**config.mk**
```make
export PLATFORM = sky130hd
export DESIGN_NAME = http_chunked_body_decoder_core
export DESIGN_NICKNAME = d
export VERILOG_FILES = /design/src/chbd_pkg.sv /design/src/chbd_front.sv /design/src/chbd_back.sv /design/src/http_chunked_body_decoder_core.sv
export SDC_FILE = /design/constraint.sdc
export NUM_CORES = 1
export LEC_CHECK = 0
export BUFFER_PORTS_ARGS = -buffer_cell sky130_fd_sc_hd__buf_2
export CORE_AREA = 2 2 139 141
export CTS_BUF_LIST = sky130_fd_sc_hd__clkbuf_8 sky130_fd_sc_hd__clkbuf_16
export CTS_CLUSTER_SIZE = 14
export DETAILED_ROUTE_END_ITERATION = 6
export DIE_AREA = 0 0 141 143
export PLACE_DENSITY_LB_ADDON = 0.12
export SLEW_MARGIN = 25
export SYNTH_ARGS = -nofsm -noshare
export SYNTH_HDL_FRONTEND = slang
export SYNTH_HIERARCHICAL = 1
export SYNTH_SLANG_ARGS = --single-unit
```
**constraint.sdc**
```tcl
create_clock -name clk -period 3.9 [get_ports clk]
set_clock_uncertainty 0.2 [all_clocks]
set_input_delay 0.78 -clock clk [delete_from_list [all_inputs] [get_ports clk]]
set_output_delay 0.78 -clock clk [all_outputs]
set_load 0.05 [all_outputs]
```
**src/chbd_pkg.sv**
```systemverilog
// Shared types, codes and constants of the chunked body decoder.
package chbd_pkg;

  localparam int unsigned DEFAULT_MAX_SIZE_DIGITS = 8;
  localparam int unsigned BYTE_W   = 8;
  localparam int unsigned NIB_W    = 4;
  localparam int unsigned LEN_W    = 32;
  localparam int unsigned SKIP_W   = 2;
  localparam int unsigned STATUS_W = 3;

  localparam logic [BYTE_W-1:0] CHAR_CR       = 8'h0d;
  localparam logic [BYTE_W-1:0] CHAR_NUL      = 8'h00;
  localparam logic [BYTE_W-1:0] DEC_BELOW     = 8'h2f;
  localparam logic [BYTE_W-1:0] DEC_ABOVE     = 8'h3a;
  localparam logic [BYTE_W-1:0] ALPHA_BELOW   = 8'h60;
  localparam logic [BYTE_W-1:0] ALPHA_ABOVE   = 8'h67;
  localparam logic [BYTE_W-1:0] DEC_OFFSET    = 8'd48;
  localparam logic [BYTE_W-1:0] ALPHA_OFFSET  = 8'd87;

  localparam logic [SKIP_W-1:0] SKIP_AFTER_SIZE = 2'd1;
  localparam logic [SKIP_W-1:0] SKIP_TRAILER    = 2'd2;

  localparam logic [STATUS_W-1:0] ST_RUNNING    = 3'd0;
  localparam logic [STATUS_W-1:0] ST_DONE       = 3'd1;
  localparam logic [STATUS_W-1:0] ST_BAD_HEX    = 3'd2;
  localparam logic [STATUS_W-1:0] ST_TOO_MANY   = 3'd3;
  localparam logic [STATUS_W-1:0] ST_TRUNCATED  = 3'd4;
  localparam logic [STATUS_W-1:0] ST_EMPTY_SIZE = 3'd5;

  localparam int unsigned QUEUE_DEPTH = 2;
  localparam int unsigned QPTR_W      = 1;
  localparam int unsigned QCNT_W      = 2;

  typedef enum logic [7:0] {
    PH_SIZE     = 8'b0000_0001,
    PH_SKIP     = 8'b0000_0010,
    PH_DATA     = 8'b0000_0100,
    PH_TRAIL    = 8'b0000_1000,
    PH_DONE     = 8'b0001_0000,
    PH_BAD_HEX  = 8'b0010_0000,
    PH_TOO_MANY = 8'b0100_0000,
    PH_EMPTY    = 8'b1000_0000
  } phase_t;

  typedef struct packed {
    logic [BYTE_W-1:0] body_byte;
    logic              final_byte;
  } in_beat_t;

  typedef struct packed {
    logic                payload_valid;
    logic [BYTE_W-1:0]   payload_byte;
    logic [STATUS_W-1:0] status;
    logic [LEN_W-1:0]    decoded_length;
    logic                finished;
  } out_beat_t;

  // Classified byte handed from the front to the back.
  typedef struct packed {
    logic [BYTE_W-1:0] body_byte;
    logic              final_byte;
    logic              is_term;
    logic              is_digit;
    logic [NIB_W-1:0]  nibble;
  } item_t;

endpackage

```
**src/chbd_front.sv**
```systemverilog
// Front end: classifies each body byte and queues it for the back end.
module chbd_front (
  input  logic              clk,
  input  logic              rst_n,
  input  logic              in_valid,
  output logic              in_stall,
  input  chbd_pkg::in_beat_t in_data,
  output logic              q_valid,
  output chbd_pkg::item_t   q_item,
  input  logic              q_pop
);

  chbd_pkg::item_t                   mem_r [chbd_pkg::QUEUE_DEPTH];
  logic [chbd_pkg::QPTR_W-1:0]       wr_ptr_r, wr_ptr_nxt;
  logic [chbd_pkg::QPTR_W-1:0]       rd_ptr_r, rd_ptr_nxt;
  logic [chbd_pkg::QCNT_W-1:0]       cnt_r, cnt_nxt;
  chbd_pkg::item_t                   cls;
  logic                              is_dec, is_alpha, push;
  logic [chbd_pkg::BYTE_W-1:0]       diff;

  always_comb begin
    is_dec   = (in_data.body_byte > chbd_pkg::DEC_BELOW) &&
               (in_data.body_byte < chbd_pkg::DEC_ABOVE);
    is_alpha = (in_data.body_byte > chbd_pkg::ALPHA_BELOW) &&
               (in_data.body_byte < chbd_pkg::ALPHA_ABOVE);
    diff     = is_dec ? (in_data.body_byte - chbd_pkg::DEC_OFFSET)
                      : (in_data.body_byte - chbd_pkg::ALPHA_OFFSET);
    cls.body_byte  = in_data.body_byte;
    cls.final_byte = in_data.final_byte;
    cls.is_term    = (in_data.body_byte == chbd_pkg::CHAR_CR) ||
                     (in_data.body_byte == chbd_pkg::CHAR_NUL);
    cls.is_digit   = is_dec || is_alpha;
    cls.nibble     = diff[chbd_pkg::NIB_W-1:0];
  end

  assign in_stall = (cnt_r == chbd_pkg::QCNT_W'(chbd_pkg::QUEUE_DEPTH));
  assign push     = in_valid && !in_stall;
  assign q_valid  = (cnt_r != '0);

  always_comb begin
    wr_ptr_nxt = push  ? wr_ptr_r + 1'b1 : wr_ptr_r;
    rd_ptr_nxt = q_pop ? rd_ptr_r + 1'b1 : rd_ptr_r;
    cnt_nxt    = cnt_r + chbd_pkg::QCNT_W'(push) - chbd_pkg::QCNT_W'(q_pop);
  end

  always_ff @(posedge clk) begin
    if (!rst_n) begin
      wr_ptr_r <= '0;
      rd_ptr_r <= '0;
      cnt_r    <= '0;
    end else begin
      wr_ptr_r <= wr_ptr_nxt;
      rd_ptr_r <= rd_ptr_nxt;
      cnt_r    <= cnt_nxt;
    end
  end

  always_ff @(posedge clk) begin
    if (push) begin
      mem_r[wr_ptr_r] <= cls;
    end
  end

  assign q_item = mem_r[rd_ptr_r];

endmodule

```
**src/chbd_back.sv**
```systemverilog
// Back end: chunk framing state machine, counters and the result register.
module chbd_back #(
  parameter int unsigned MAX_SIZE_DIGITS = chbd_pkg::DEFAULT_MAX_SIZE_DIGITS
) (
  input  logic                clk,
  input  logic                rst_n,
  input  logic                q_valid,
  input  chbd_pkg::item_t     q_item,
  output logic                q_pop,
  output logic                out_valid,
  input  logic                out_stall,
  output chbd_pkg::out_beat_t out_data
);

  localparam int unsigned DIG_W = $clog2(MAX_SIZE_DIGITS + 1);

  chbd_pkg::phase_t                phase_r, phase_nxt;
  logic [chbd_pkg::LEN_W-1:0]      acc_r, acc_nxt;
  logic [DIG_W-1:0]                dcnt_r, dcnt_nxt;
  logic [chbd_pkg::LEN_W-1:0]      brem_r, brem_nxt, brem_dec;
  logic [chbd_pkg::SKIP_W-1:0]     skip_r, skip_nxt, skip_dec;
  logic [chbd_pkg::LEN_W-1:0]      total_r, total_nxt;
  logic                            out_valid_r, out_valid_nxt;
  chbd_pkg::out_beat_t             out_r, res;
  logic                            load;
  logic [chbd_pkg::STATUS_W-1:0]   st;

  assign load  = q_valid && (!out_valid_r || !out_stall);
  assign q_pop = load;

  always_comb begin
    phase_nxt = phase_r;
    acc_nxt   = acc_r;
    dcnt_nxt  = dcnt_r;
    brem_nxt  = brem_r;
    skip_nxt  = skip_r;
    total_nxt = total_r;
    skip_dec  = skip_r - 1'b1;
    brem_dec  = (brem_r != '0) ? brem_r - 1'b1 : brem_r;
    res.payload_valid = 1'b0;
    res.payload_byte  = '0;

    unique case (phase_r)
      chbd_pkg::PH_SIZE: begin
        if (q_item.is_term) begin
          if (dcnt_r == '0) begin
            phase_nxt = chbd_pkg::PH_EMPTY;
          end else if (acc_r == '0) begin
            phase_nxt = chbd_pkg::PH_DONE;
          end else begin
            brem_nxt  = acc_r;
            acc_nxt   = '0;
            dcnt_nxt  = '0;
            skip_nxt  = chbd_pkg::SKIP_AFTER_SIZE;
            phase_nxt = chbd_pkg::PH_SKIP;
          end
        end else if (dcnt_r >= DIG_W'(MAX_SIZE_DIGITS)) begin
          phase_nxt = chbd_pkg::PH_TOO_MANY;
        end else if (q_item.is_digit) begin
          acc_nxt  = {acc_r[chbd_pkg::LEN_W-chbd_pkg::NIB_W-1:0], q_item.nibble};
          dcnt_nxt = dcnt_r + 1'b1;
        end else begin
          phase_nxt = chbd_pkg::PH_BAD_HEX;
        end
      end
      chbd_pkg::PH_SKIP: begin
        skip_nxt = skip_dec;
        if (skip_dec == '0) begin
          if (brem_r == '0) begin
            phase_nxt = chbd_pkg::PH_TRAIL;
            skip_nxt  = chbd_pkg::SKIP_TRAILER;
          end else begin
            phase_nxt = chbd_pkg::PH_DATA;
          end
        end
      end
      chbd_pkg::PH_DATA: begin
        res.payload_valid = 1'b1;
        res.payload_byte  = q_item.body_byte;
        if (total_r != '1) begin
          total_nxt = total_r + 1'b1;
        end
        brem_nxt = brem_dec;
        if (brem_dec == '0) begin
          skip_nxt  = chbd_pkg::SKIP_TRAILER;
          phase_nxt = chbd_pkg::PH_TRAIL;
        end
      end
      chbd_pkg::PH_TRAIL: begin
        skip_nxt = skip_dec;
        if (skip_dec == '0) begin
          phase_nxt = chbd_pkg::PH_SIZE;
        end
      end
      default: begin
      end
    endcase

    unique case (phase_nxt)
      chbd_pkg::PH_DONE:     st = chbd_pkg::ST_DONE;
      chbd_pkg::PH_BAD_HEX:  st = chbd_pkg::ST_BAD_HEX;
      chbd_pkg::PH_TOO_MANY: st = chbd_pkg::ST_TOO_MANY;
      chbd_pkg::PH_EMPTY:    st = chbd_pkg::ST_EMPTY_SIZE;
      default:               st = chbd_pkg::ST_RUNNING;
    endcase

    // The end of the body is judged on where the framing stands after this byte.
    if (q_item.final_byte && (st == chbd_pkg::ST_RUNNING)) begin
      if ((phase_nxt == chbd_pkg::PH_TRAIL) ||
          ((phase_nxt == chbd_pkg::PH_SIZE) && (acc_nxt == '0))) begin
        st = chbd_pkg::ST_DONE;
      end else begin
        st = chbd_pkg::ST_TRUNCATED;
      end
    end

    res.status         = st;
    res.decoded_length = total_nxt;
    res.finished       = (st != chbd_pkg::ST_RUNNING);

    if (load) begin
      out_valid_nxt = 1'b1;
    end else if (!out_stall) begin
      out_valid_nxt = 1'b0;
    end else begin
      out_valid_nxt = out_valid_r;
    end
  end

  always_ff @(posedge clk) begin
    if (!rst_n) begin
      phase_r     <= chbd_pkg::PH_SIZE;
      acc_r       <= '0;
      dcnt_r      <= '0;
      brem_r      <= '0;
      skip_r      <= '0;
      total_r     <= '0;
      out_valid_r <= 1'b0;
    end else begin
      out_valid_r <= out_valid_nxt;
      if (load) begin
        if (q_item.final_byte) begin
          phase_r <= chbd_pkg::PH_SIZE;
          acc_r   <= '0;
          dcnt_r  <= '0;
          brem_r  <= '0;
          skip_r  <= '0;
          total_r <= '0;
        end else begin
          phase_r <= phase_nxt;
          acc_r   <= acc_nxt;
          dcnt_r  <= dcnt_nxt;
          brem_r  <= brem_nxt;
          skip_r  <= skip_nxt;
          total_r <= total_nxt;
        end
      end
    end
  end

  always_ff @(posedge clk) begin
    if (load) begin
      out_r <= res;
    end
  end

  assign out_valid = out_valid_r;
  assign out_data  = out_r;

endmodule

```
**src/http_chunked_body_decoder_core.sv**
```systemverilog
// Top level of the HTTP chunked body decoder.
//
//   Channel  Direction  Handshake           Beat contents
//   in_      input      in_valid/in_stall   one raw body byte and its final-byte mark
//   out_     output     out_valid/out_stall one result: payload byte, status, length
//
// One beat is accepted per clock cycle while in_stall is low, and each input beat
// yields exactly one result beat. An accepted beat is written into the two-entry
// classification queue at the accepting edge and, if the output register is free
// or being drained, the framing engine moves its result from the queue into that
// register, from which it leaves on the out_ channel.
// Reset is synchronous and active low; it empties the queue, drops the output
// beat and returns the framing engine to the start of a size line.
// A stall on the output holds the result register; the queue then absorbs up
// to two further input beats before in_stall rises.
module http_chunked_body_decoder_core #(
  parameter int unsigned MAX_SIZE_DIGITS = chbd_pkg::DEFAULT_MAX_SIZE_DIGITS
) (
  input  logic                clk,
  input  logic                rst_n,
  input  logic                in_valid,
  output logic                in_stall,
  input  chbd_pkg::in_beat_t  in_data,
  output logic                out_valid,
  input  logic                out_stall,
  output chbd_pkg::out_beat_t out_data
);

  // Classified beats waiting between the front end and the framing engine.
  logic            q_valid;
  logic            q_pop;
  chbd_pkg::item_t q_item;

  // The front end decodes the byte (line terminator, hex digit and its
  // value) before the beat enters the queue, so the engine only has to
  // update its phase and counters.
  chbd_front u_front (
    .clk      (clk),
    .rst_n    (rst_n),
    .in_valid (in_valid),
    .in_stall (in_stall),
    .in_data  (in_data),
    .q_valid  (q_valid),
    .q_item   (q_item),
    .q_pop    (q_pop)
  );

  // The back end walks the chunk framing, keeps the running payload count
  // and forms the result beat in its output register. It pulls from the
  // queue whenever that register is empty or being drained.
  chbd_back #(
    .MAX_SIZE_DIGITS (MAX_SIZE_DIGITS)
  ) u_back (
    .clk       (clk),
    .rst_n     (rst_n),
    .q_valid   (q_valid),
    .q_item    (q_item),
    .q_pop     (q_pop),
    .out_valid (out_valid),
    .out_stall (out_stall),
    .out_data  (out_data)
  );

  // The finished flag must agree with the status code of the same beat.
  a_finished_matches_status: assert property (@(posedge clk) disable iff (!rst_n)
    out_valid |-> (out_data.finished == (out_data.status != chbd_pkg::ST_RUNNING)))
    else $error("finished flag disagrees with status");

  // A non-payload beat carries a zero byte.
  a_idle_byte_zero: assert property (@(posedge clk) disable iff (!rst_n)
    (out_valid && !out_data.payload_valid) |-> (out_data.payload_byte == '0))
    else $error("payload byte not zero on a non-payload beat");

  // Payload is never emitted alongside a framing error.
  a_payload_no_error: assert property (@(posedge clk) disable iff (!rst_n)
    (out_valid && out_data.payload_valid) |->
      ((out_data.status == chbd_pkg::ST_RUNNING) ||
       (out_data.status == chbd_pkg::ST_DONE) ||
       (out_data.status == chbd_pkg::ST_TRUNCATED)))
    else $error("payload beat carries an error status");

endmodule

```
==> flow_summary.toml, run 1 <==
[final_layout]
mostFrequentLayoutCells = "dfxtp_1 (116), nor2b_1 (91), nand2_1 (83)"
final_nets = 1156
num_antenna_cells = 0
stdcell_count = 1380
drive_above_1_share_pct = 17.0
syn_to_final_growth_pct = 12.5
final_common_cell = "dfxtp_1"

[sta]
tns_ps = 0
hold_ws_ps = 293
final-max-slew-violation-count = 0
setup_viol = 0
worst_pin_slew_ps = 748
period_needed_ps = 3810
max_freq_mhz = 263
final.period_utilization_pct = 97.6
finalHoldViolations = 0
slew_headroom_pct = 50.2

[run_status]
status = "complete, no violations"

[job]
maxCapViolCount = 0

[power_and_ir_drop]
power_density_nw_per_um2 = 612
ir_drop_uv = 355
p_leak_nw = 4.10

[clock_tree]
cts.sinks = 191
clock_latency_ps = 450
clockBufferDepth = 2
cts-root-buf = "clkbuf_16"
clkTransAtPathRegs_ps = 70
cts_tree = "yes"
htreeDepth = 4
cts_buffers = 17

[worst_setup_path]
crit_start = "u_back/brem_r[1]$_SDFFE_PN0P_"
r2r_end = "u_back/out_data[35]$_DFFE_PP_"
crit_type = "flip-flop to flip-flop"
endpoint = "u_back/out_data[35]$_DFFE_PP_"
reg2regPathDepth = 12
crit_fanout = 5
arrival_ps = 3790
regToRegSetupSlack_ps = 90
required_ps = 3880
start_kind = "flip-flop"
r2r-start = "u_back/brem_r[1]$_SDFFE_PN0P_"
max_stage_delay_ps = 730
crit_path_end_kind = "flip-flop"
path_cells = "inv_1 -> ha_1 -> nor3b_2 -> nand4_1 -> or4b_2 -> xnor2_1 -> a2111oi_2 -> nand3_2 -> nor4b_4 -> o21bai_1 -> a211oi_1 -> o32ai_1"
crit_slowest_cell = "or4b_2"

[die]
pin_count = 60
num_rows = 50
die_w_microns = 141
core_area_sq_um = 18600
die-area_sq_um = 20200
initial_core_util_pct = 54.3
fp.dieH_microns = 143

[yosys]
synth_cell_types = 83
synth-xor-area-share_pct = 3.91
synth_edf_count = 75
syn_area_per_cell_sq_um = 9.28
synth_seq_cells = 191
synth_compound_area_share_pct = 18.0
yosysWarnings = 6
synth-seq-area-share_pct = 45.3
synthSimpleGateAreaFrac_pct = 25.5
async_reset_ff_share_pct = 0
synthAdderAreaFrac_pct = 1.24
netlist_area_sq_um = 10100
synth.area.mux_share_pct = 2.00
synth_top_family_by_area = "simple AND/OR/NAND/NOR gates"
syn_nets = 1110
synth_ff_type = "dfxtp_1"
syn_inst = 1087

[route]
num_vias = 8362
drt_pass1_iterations = 5
drt_iter0_markers = 650
wl_per_cell_microns = 18.2
antenna_left = 0
via_per_inst = 6.06
route.final.wire_length_microns = 25100
post-route-drc-count = 0

[placed_design]
placed_cells = 1346
dp_hpwl_microns = 16800
portBuffers = 59
gp_congestion = 0.953

[grt]
grt_max_degree = 55
overflow = 0
first_global_vias = 7711
grtUsageTotal_pct = 25.4
grt_pass1_wl_microns = 40700
antenna_found_initial = 0

[hold_path]
hp-class = "flip-flop to flip-flop"
min_from = "u_back/brem_r[6]$_SDFFE_PN0P_"
## routing by layer
layer	vias to the layer above	track usage, %	part of all wire [%]	routed length (microns)
met3	55	3.72	4.9	1240
met1	3956	35.8	47	11700
met5	-	0	0	0
met4	0	9.26	2.8	698
met2	253	40.2	46	11500
li1	4098	-	-	-
## synthesized netlist by cell type (7+ instances only)
library cell  instances  area share [%]
dfxtp_1             116              23
nor2b_1              91             5.6
nand2_1              83             3.1
edfxtp_1             75              22
nor2_1               67             2.5
a22oi_1              63             4.7
clkbuf_1             62             2.3
o21ai_0              61             3.0
a21oi_1              44             2.2
nor3_1               33             1.6
nand3_1              32             1.6
xnor2_1              30             2.6
inv_1                25            0.93
nand4_1              21             1.3
nor4_1               21             1.3
mux2_2               17             1.9
or3_1                17             1.1
a21boi_0             16             1.2
xor2_1               15             1.3
and2_1               13            0.81
and3_1               12            0.74
or4_1                11            0.82
buf_2                10            0.50
ha_1                 10             1.2
a31oi_1               9            0.56
o31ai_1               9            0.67
nand2b_1              8            0.50
a2111oi_0             7            0.61
o211ai_1              7            0.52
## per-stage QoR
step                      area [sq um]  power, mW  utilization (%)  setup WS (ps)
final                            11400       6.95             61.1           91.7
after global routing             11400       7.30             61.1          -66.3
after CTS                        11300       6.97             60.8           63.8
after detailed placement         10700       5.19             57.6            119
after global placement           10700       5.17             57.6            157
after floorplan                  10100       4.56                -           27.5
## layout make-up
cell class	count	area, sq um
clock buffers	17	425
clock inverters	15	184
multi-input cells	795	5150
fillers	1633	7230
repair buffers	102	631
flip-flops and latches	191	4570
well taps	234	293
inverters	26	97.6
## sequential cells by signal, summed over array words and instances, names as in the netlist, named ones only
name,cells
u_back/total_r,32
u_front/mem_r,30
u_back/out_valid,1
u_back/brem_r,32
u_back/acc_r,32
u_back/dcnt_r,4
u_back/skip_r,2
u_front/rd_ptr_r,1
u_back/out_data,45
u_front/cnt_r,2
u_front/wr_ptr_r,1
u_back/phase_r,8
## timing repair
item | CTS | global route
setup endpoints to repair | 0 | 6
buffers inserted | 0 | 2
gates resized for setup | 0 | 7
hold buffers | 0 | 0
## power breakdown
part	switching, mW	total, mW	internal (mW)	leakage (nW)
sequential	0.105	2.54	2.44	1.66
clock	0.862	1.79	0.924	0.293
combinational	1.92	2.62	0.705	2.14
total	2.89	6.95	4.07	4.10
## cell families after synthesis
family                     count (synthesis)
xor gates and xnor gates                  45
and+or+nand+nor                          453
buffers and inverters                    101
DFF                                      191
AOI/OAI and AO/OA                        269
muxes                                     18
adders and majority gates                 10
## critical path, delay by kind of cell, from the launching register on
kind | cells | cell delay (ps)
compound gates | 4 | 760
xor+xnor | 1 | 220
fa+ha+maj | 1 | 180
buf+inv | 1 | 80
flops | 1 | 350
simple gates | 5 | 1760
## worst min path at each step
stage,end,slack (ps),depth (start not counted)
after floorplan,u_front/wr_ptr_r$_SDFFE_PN0P_,260,2
after global placement,u_front/wr_ptr_r$_SDFFE_PN0P_,270,2
after detailed placement,u_front/wr_ptr_r$_SDFFE_PN0P_,280,2
after CTS,u_back/brem_r[6]$_SDFFE_PN0P_,300,2
after global routing,u_front/mem_r[1][6]$_DFFE_PP_,310,1
final,u_back/brem_r[6]$_SDFFE_PN0P_,290,2
(Power assumes the default switching activity.)
==> run 2: changes to the inputs <==
- ABC_AREA: default -> 1
- CORE_AREA: 2 2 139 141 -> 2 2 150 152
- DIE_AREA: 0 0 141 143 -> 0 0 152 154
==> run 2 against run 1 <==
  * Worst setup slack improved by 500 ps
  * Combinational power increased by 130%
  * Maximum frequency increased by 15%
  * Hold slack got worse by 13 ps
  * Critical path depth increased by 4
  * Final cell count increased by 53%
  * Sequential share of layout area decreased by 5.3 points
  * Non-clock buffer count decreased by 21
  * Register-to-register slack improved by 500 ps
  * Synthesized area increased by 19%
  * Via count increased by 38%
==> flow_summary.toml, run 2 <==
[yosys]
synth_cell_types = 45
syn_inst = 1800
syn_nets = 1823
synth.area.top_cells = "dfxtp_1 (19%), nand2_1 (19%), edfxtp_1 (19%)"
synth-seq-area-share_pct = 38.1
synth_area_leader_cell = "dfxtp_1"
synth_ff_type = "dfxtp_1"
synth_seq_cells = 191
syn_area_per_cell_sq_um = 6.68
synth_edf_count = 75
synth_common_cells = "nand2_1 (609), inv_1 (201), nor2_1 (149), o21ai_0 (149), dfxtp_1 (116)"
synth.top_cell.area_share_pct = 19.3
async_reset_ff_share_pct = 0
yosysMostFrequentCell = "nand2_1"
yosysWarnings = 6
netlist_area_sq_um = 12000

[worst_setup_path]
crit_fanout = 41
start_kind = "flip-flop"
crit_type = "flip-flop to flip-flop"
crit_path_end_kind = "flip-flop"
arrival_ps = 3300
required_ps = 3890

[power_and_ir_drop]
p_leak_nw = 5.90
power_density_nw_per_um2 = 812
post-layout-total-power_mw = 10.6
ir_drop_uv = 677

[sta]
final-max-slew-violation-count = 0
finalHoldViolations = 0
slew_headroom_pct = 50.8
setup_ws_ps = 594
final.period_utilization_pct = 84.8
max_freq_mhz = 302
rsz0062_at_grt = "false"
tns_ps = 0
hold_ws_ps = 280
setup_viol = 0
worst_pin_slew_ps = 735
period_needed_ps = 3310

[final_layout]
final_nets = 1839
syn_to_final_growth_pct = 8.83
largest_register_ffs = 45
stdcell_area_sq_um = 13100
num_antenna_cells = 0
drive_above_1_share_pct = 9.51
final_common_cell = "nand2_1"
mostFrequentLayoutCells = "nand2_1 (608), inv_1 (201), o21ai_0 (149)"

[route]
drt-met1-wl_microns = 15000
route.final.wire_length_microns = 31900
antenna_left = 0
top_layer = "met4"
drt_iter0_markers = 1117
via_per_inst = 5.48
wl_per_cell_microns = 15.1
wl_met3_microns = 2410
wl_met2_microns = 14000
num_vias = 11600
drt_pass1_iterations = 5
post-route-drc-count = 0

[placed_design]
place_area_sq_um = 12500
dp_hpwl_microns = 22400
portBuffers = 59
pre_cts_ws_ps = 634
gp_congestion = 0.975

[grt]
grt_pass1_wl_microns = 52400
overflow = 0
grt_max_degree = 67
antenna_found_initial = 0
first_global_vias = 10600
grtUsageTotal_pct = 27.1

[die]
die-area_sq_um = 23400
pin_count = 60
initial_core_util_pct = 55.4
fp.dieH_microns = 154
num_rows = 54
die_w_microns = 152
core_area_sq_um = 21700

[clock_tree]
clock_latency_ps = 440
postCtsHoldBufs = 0
cts_tree = "yes"
cts_resized = 0
cts_buffers = 17
post-cts-setup-buffer-count = 0
cts.sinks = 191
cts-root-buf = "clkbuf_16"
clkTransAtPathRegs_ps = 70
htreeDepth = 4
clockBufferDepth = 2

[job]
maxCapViolCount = 0

[run_status]
status = "complete, no violations"

[hold_path]
hp-class = "flip-flop to flip-flop"
-- run 2: changes by cell type after synthesis, moves of 16 or more --
cell / before / now
nand2_1: 83 / 609
nand4_1: 21 / 37
nor2b_1: 91 / 0
a22oi_1: 63 / 2
or3_1: 17 / 0
o21ai_0: 61 / 149
a21oi_1: 44 / 112
nor2_1: 67 / 149
inv_1: 25 / 201
xnor2_1: 30 / 13
o211ai_1: 7 / 23
nand3_1: 32 / 62
-- run 2: cells by family (layout without fill, tap and decap cells) --
| family | after synthesis | in the layout | share of synthesized area, % |
|---|---|---|---|
| xor+xnor | 35 | 35 | 2.55 |
| simple gates | 929 | 929 | 32.1 |
| mux | 15 | 15 | 1.72 |
| buf+inv | 294 | 323 | 9.74 |
| compound gates | 326 | 326 | 14.8 |
| flops | 191 | 191 | 38.1 |
| fa+ha+maj | 10 | 10 | 1.04 |
-- run 2: final cells by class --
type	count	area, sq um
multi-input combinational	1315	6290
timing repair buffer	81	485
inverter	210	792
clock buffer	18	439
fill	2107	8610
sequential	191	4570
clock inverter	14	146
tap	280	350
-- run 2: worst paths after layout --
kind	startpoint	endpoint	slack, ps	cells past startpoint
max	flip-flop	u_back/out_data[35]$_DFFE_PP_	590	16
min reg2reg	u_back/acc_r[1]$_SDFFE_PN0P_	u_back/acc_r[1]$_SDFFE_PN0P_	280	2
min	u_back/acc_r[1]$_SDFFE_PN0P_	u_back/acc_r[1]$_SDFFE_PN0P_	280	2
max reg2reg	flip-flop	u_back/out_data[35]$_DFFE_PP_	590	16
-- run 2: metal layers --
metal  GRT usage [%]  vias up
li1                -     5853
met1            38.5     5275
met2            42.6      403
met3            5.36       33
met4            7.03        0
met5               0        -
-- run 2: through the flow --
stage,std cells,util [%]
floorplan,1800,-
global placement,2077,57.6
detailed placement,2077,57.6
CTS,2109,60.3
global route,2109,60.3
finish,2109,60.3
-- run 2: where the power goes --
part | total (mW) | internal, mW | switching (mW) | leakage [nW]
clock | 1.74 | 0.873 | 0.863 | 0.293
combinational | 6.04 | 1.74 | 4.30 | 3.94
sequential | 2.85 | 2.57 | 0.278 | 1.67
-- run 2: critical path, cell delays in order (launching register included) --
cell	delay (ps)
dfxtp_1	320
mux2_2	660
nand2_1	120
o21ai_0	100
nand2_1	70
o21ai_0	90
nand2_1	60
nand2_1	60
nand2_1	40
o21ai_0	110
nand2_1	80
nor3_1	260
nand2_1	100
nor3_1	380
a31oi_1	200
nand3_1	120
nand2_1	60
